<file path="src/rtl/core/scatan_ram.sv">
`timescale 1ns / 1ps
// ----------------------------------------------------------------------------
// scatan_ram: generic simple dual-port RAM
// One write port and one read port; read data is registered.
// ----------------------------------------------------------------------------
module scatan_ram #(
    parameter int WIDTH = 14,
    parameter int DEPTH = 256,
    localparam int ADDR_W = $clog2(DEPTH)
) (
    input  logic              aclk,
    input  logic              we,
    input  logic [ADDR_W-1:0] waddr,
    input  logic [WIDTH-1:0]  wdata,
    input  logic [ADDR_W-1:0] raddr,
    output logic [WIDTH-1:0]  rdata
);

    logic [WIDTH-1:0] mem_reg [DEPTH];
    logic [WIDTH-1:0] rdata_reg;

    // Write port
    always_ff @(posedge aclk) begin
        if (we) begin
            mem_reg[waddr] <= wdata;
        end
    end

    // Registered read port
    always_ff @(posedge aclk) begin
        rdata_reg <= mem_reg[raddr];
    end

    assign rdata = rdata_reg;

endmodule

</file>
<file path="config.mk">
export PLATFORM = sky130hd
export DESIGN_NAME = scatan_ram
export DESIGN_NICKNAME = d
export VERILOG_FILES = /design/src/rtl/core/scatan_ram.sv
export SDC_FILE = /design/constraint.sdc
export NUM_CORES = 2
export LEC_CHECK = 0
export BUFFER_PORTS_ARGS = -buffer_cell sky130_fd_sc_hd__clkbuf_2
export CAP_MARGIN = 30
export CORE_AREA = 2 2 559 561
export DETAILED_ROUTE_END_ITERATION = 6
export DIE_AREA = 0 0 561 563
export MAX_ROUTING_LAYER = met4
export SETUP_SLACK_MARGIN = 0.3
export SLEW_MARGIN = 10
export SYNTH_ARGS = -nofsm -noshare
export SYNTH_HDL_FRONTEND = slang
export SYNTH_SLANG_ARGS = --single-unit
export TNS_END_PERCENT = 1
</file>
<file path="constraint.sdc">
create_clock -name aclk -period 3.6 [get_ports aclk]
set_input_delay 0.72 -clock aclk [delete_from_list [all_inputs] [get_ports aclk]]
set_output_delay 0.72 -clock aclk [all_outputs]
set_load 0.005 [all_outputs]
</file>
# Word level (Yosys, flattened, before mapping)
# Memory sizes are Yosys's and may differ from the RTL's. A register that Yosys moved wholly into a read port is not among the register bits.
# Index checks and enable logic that the tools add are counted.
# word_totals
regBits	0
input_bits	32
ram_bits	3584
elab_cells	3
out_inout_bits	14
n_memories	1
# mem_list
name	words	word_bits	read_ports	rd_clocked_by_memory_dff	wr	line_no	text
mem_reg	256	14	1	1	1	19	logic [WIDTH-1:0] mem_reg [DEPTH];
# op_classes
n_mux	2
# ops
operator	count
$mux W1	2

# Depth between registers and ports, before layout
# logic_depth
word_depth	2
depth_mapped	13
depth_no_buf	6

# Worst setup path after synthesis
# OpenSTA, ideal clock, no wires.
# synth_path
path_type	input to register
from	in raddr[0]
to	reg rdata_reg[12] (netlist: rdata[12]) (read register of mem_reg)
slack_ns	0.763
cell_stages	10
arrival_ns	2.709
path_buffers	5
setup_ns	0.128
t_required_ns	3.472
path_cell_list	buf_6 > buf_6 > buf_6 > buf_6 > buf_2 > mux4_2 > a22oi_1 > a21oi_1 > nor4_1 > nor3_2
# synth_rtl
item	line_no	text
start, declared	15	input logic [ADDR_W-1:0] raddr,
end, declared	20	logic [WIDTH-1:0] rdata_reg;

==> metrics.md <==
| Metric | Value |
|---|---|
| Outcome | finished clean |
| Full die area | between 300000 and 400000 sq um |
| Data arrival time at the worst-slack endpoint | between 3000 and 4000 ps |
| Worst-Skew Late Latency | around 950 ps |
| TritonCTS clock tree | yes |
| CP most frequent cell | buf_12 |
| Synth Area per Inst | ~23 sq um |
| Fin Clk Skew | 58.9 ps |
| Die Y | 563 um |
| Hold Buf Count CTS | 0 |
| CTS clock-pin slew for the worst setup and hold paths | 60 ps |
| Hold Crit Class | input pin to flip-flop |
| Initial antenna violation count | 25 |
| Critical path cell sequence | buf_12 > buf_12 > buf_12 > buf_4 > mux2i_1 > o221ai_1 > o22ai_1 > a211oi_1 > a211oi_1 > buf_4 > nor4_2 |
| PortBufs | 45 |
| Layout area overhead | 16.2% |
| CTS max path bufs | 4 |
| Mapped Cells | just over 6000 |
| Layout cells sized above 1 | 0.313 |
| Worst setup margin | around 740 ps |
| Initial core utilization | 0.447 |
| Drt first pass iters | 5 |
| Layout Nets | between 6000 and 7000 |
| Slowest cell on the critical path | a211oi_1 |
| CTS Buf Count | roughly 370 |
| Sw Ratio | 0.216 |
| Global placement routability congestion | 0.875 |
| P_sw | about 19 mW |
| Pwr Density | about 550 nW/um^2 |
| Largest net degree at the start of global routing | around 120 |
| RSZ-0062 raised after global routing | false |
| DP Worst Slack | -184 ps |
| Total wire length | around 370000 um |
| Setup crit end kind | flip-flop |
| Final min period | about 2900 ps |
| Commonest non-fill, non-tap cell in the layout | edfxtp_1 |
| Maximum vdd drop | a little under 0.4 mV |
| Max H-tree Level | 5 |
| Period utilization | 0.795 |
| Final slew viol count | 0 |
| IO Count | 46 |
| Mapped Area | 139000 sq um |
| Worst Tran Pin Value | approximately 1100 ps |
| Clock Sinks | between 3000 and 4000 |
| Synth warnings | 0 |
| FMAX | 349 MHz |
| Dpl hpwl | 231000 um |
| # setup viols final | 0 |
| CP Launch Type | input pin |
| Total Routing Usage GR | 0.239 |
| Register area share after synthesis | 0.777 |
| Total Power Consumption | 89.2 mW |
| Synth cell types | a little under 60 |
| Vias/cell | about 6 |
| WL/cell | around 32 um |
| Chip width | between 500 and 600 um |
| Internal cell power | roughly 70 mW |
| CP Max Fanout | 13 |
| Part of the power in registers | 0.519 |
| Global-route wire length before repair | about 520000 um |
| Max-Cap Viols | 0 |
| Post-synth EDFFs | 3584 |
| CP Class | input pin to flip-flop |
| Clock power share | 0.427 |
| Root Driver | clkbuf_16 |
| Required @ worst endpoint | 4460 ps |
| Worst slew margin | 0.284 |
| Cells on worst reg2reg path | 5 |
| Core area | ~310000 sq um |
| Vias in the first global route | roughly 70000 |
| Postcts setup bufs | 0 |
| Post-CTS resize count | 0 |
| Most frequent cells in the layout | 3584 x edfxtp_1, 859 x mux4_2, 675 x buf_4, 373 x clkbuf_16, 299 x nor2_1 |
| Hold Vio Cnt, Final | 0 |
| Leakage Power | 51.6 nW |
| Synth Register Bits | ~3600 |
| Most used DFF post-synth | edfxtp_1 |
| Critical Path Max Stage Delay | about 670 ps |
| DRT antenna net count | 0 |
| Vias | a little under 70000 |
| Min-Delay Path Depth | 1 |
| Drt drc | 0 |
| Post-synth ARST share | 0 |
| Core Rows | a little over 200 |
| Syn nets | just over 6000 |
| Combinational fraction of design power | 0.053 |
| Max FFs per register | around 3600 |
| Grt total ovfl | 0 |
| First DRT Iteration DRCs | roughly 9400 |
[cells by family (layout without fill, tap and decap cells)]
group,Yosys count,after routing,share of synthesized area
muxes,1167,1167,0.163
and+or+nand+nor,531,531,0.0175
other,0,10,0
buffers and inverters,371,1499,0.0172
AOI/OAI and AO/OA,475,475,0.0255
DFF,3598,3598,0.777
[worst paths after layout]
kind / start / to / slack (ps)
worst min register to register: mem_reg[247][9] / rdata[9] / 1120
worst max-delay path: raddr[0] / rdata[4] / 740
worst max register to register: mem_reg[71][7] / rdata[7] / 1020
worst min-delay path: wdata[2] / mem_reg[27][2] / 210
[through the flow]
step	setup TNS (ps)	instances	hold WS, ps	utilization	instance area, sq um
after global placement	-3960	10725	1110	0.480	149000
after detailed placement	-899	10732	1140	0.481	149000
final	0	11420	210	0.520	161000
after CTS	0	11410	157	0.520	161000
after global routing	0	11416	198	0.520	161000
after floorplan	0	6142	770	-	139000
[Yosys cell counts (all sizes together), types with 3 or more instances]
cell type  instances  area share
edfxtp          3584        0.78
mux4             867        0.14
nor2             301      0.0081
mux2i            290       0.021
buf              224       0.013
clkbuf           145      0.0039
a22oi             92      0.0050
a21oi             74      0.0027
a211oi            68      0.0038
nand2             61      0.0016
o221ai            60      0.0038
nor2b             36      0.0016
nand3             34      0.0012
o22ai             33      0.0015
o21ai             29      0.0010
a22o              28      0.0018
nor4              28      0.0016
a221oi            22      0.0018
nor3              22     0.00090
o21bai            15     0.00081
and2              14     0.00063
dfxtp             14      0.0020
mux2              10     0.00081
nand4              9     0.00041
or2                9     0.00041
a311oi             7     0.00044
a32oi              7     0.00044
nand2b             7     0.00032
a2bb2oi            6     0.00038
a31oi              6     0.00027
o31ai              6     0.00032
a32o               5     0.00036
o2bb2a             5     0.00036
o2bb2ai            5     0.00032
nand3b             3     0.00016
[per-layer routing]
metal	global-route usage	vias up	share of wire
li1	-	27815	-
met1	0.333	36981	0.41
met2	0.372	3044	0.48
met4	0.0723	0	0.032
met5	-	-	0
met3	0.0319	532	0.076
[power groups by stage]
| stage | combinational, mW | clock (mW) | sequential [mW] |
|---|---|---|---|
| floorplan | 2.29 | 0 | 47.1 |
| global placement | 4.71 | 0 | 47.2 |
| detailed placement | 4.78 | 0 | 47.2 |
| CTS | 4.79 | 38.6 | 46.3 |
| global route | 4.97 | 40.2 | 46.3 |
| finish | 4.77 | 38.1 | 46.3 |
[worst max-delay path: cells and delay by family]
kind / cells / cell delay [ps]
buffers and inverters: 5 / 1070
AO/OA/AOI/OAI: 4 / 1550
multiplexers: 1 / 120
AND/OR/NAND/NOR: 1 / 190
[cell type report]
type,count,area [sq um]
clock buffer,452,9700
fill,24077,149000
clock inverter,226,2390
tap,4140,5180
inverter,2,10.0
antenna,10,25.0
sequential,3598,108000
timing repair buffer,819,7430
multi-input combinational,2173,28600
Note: power is estimated with default switching activity, not from simulation.
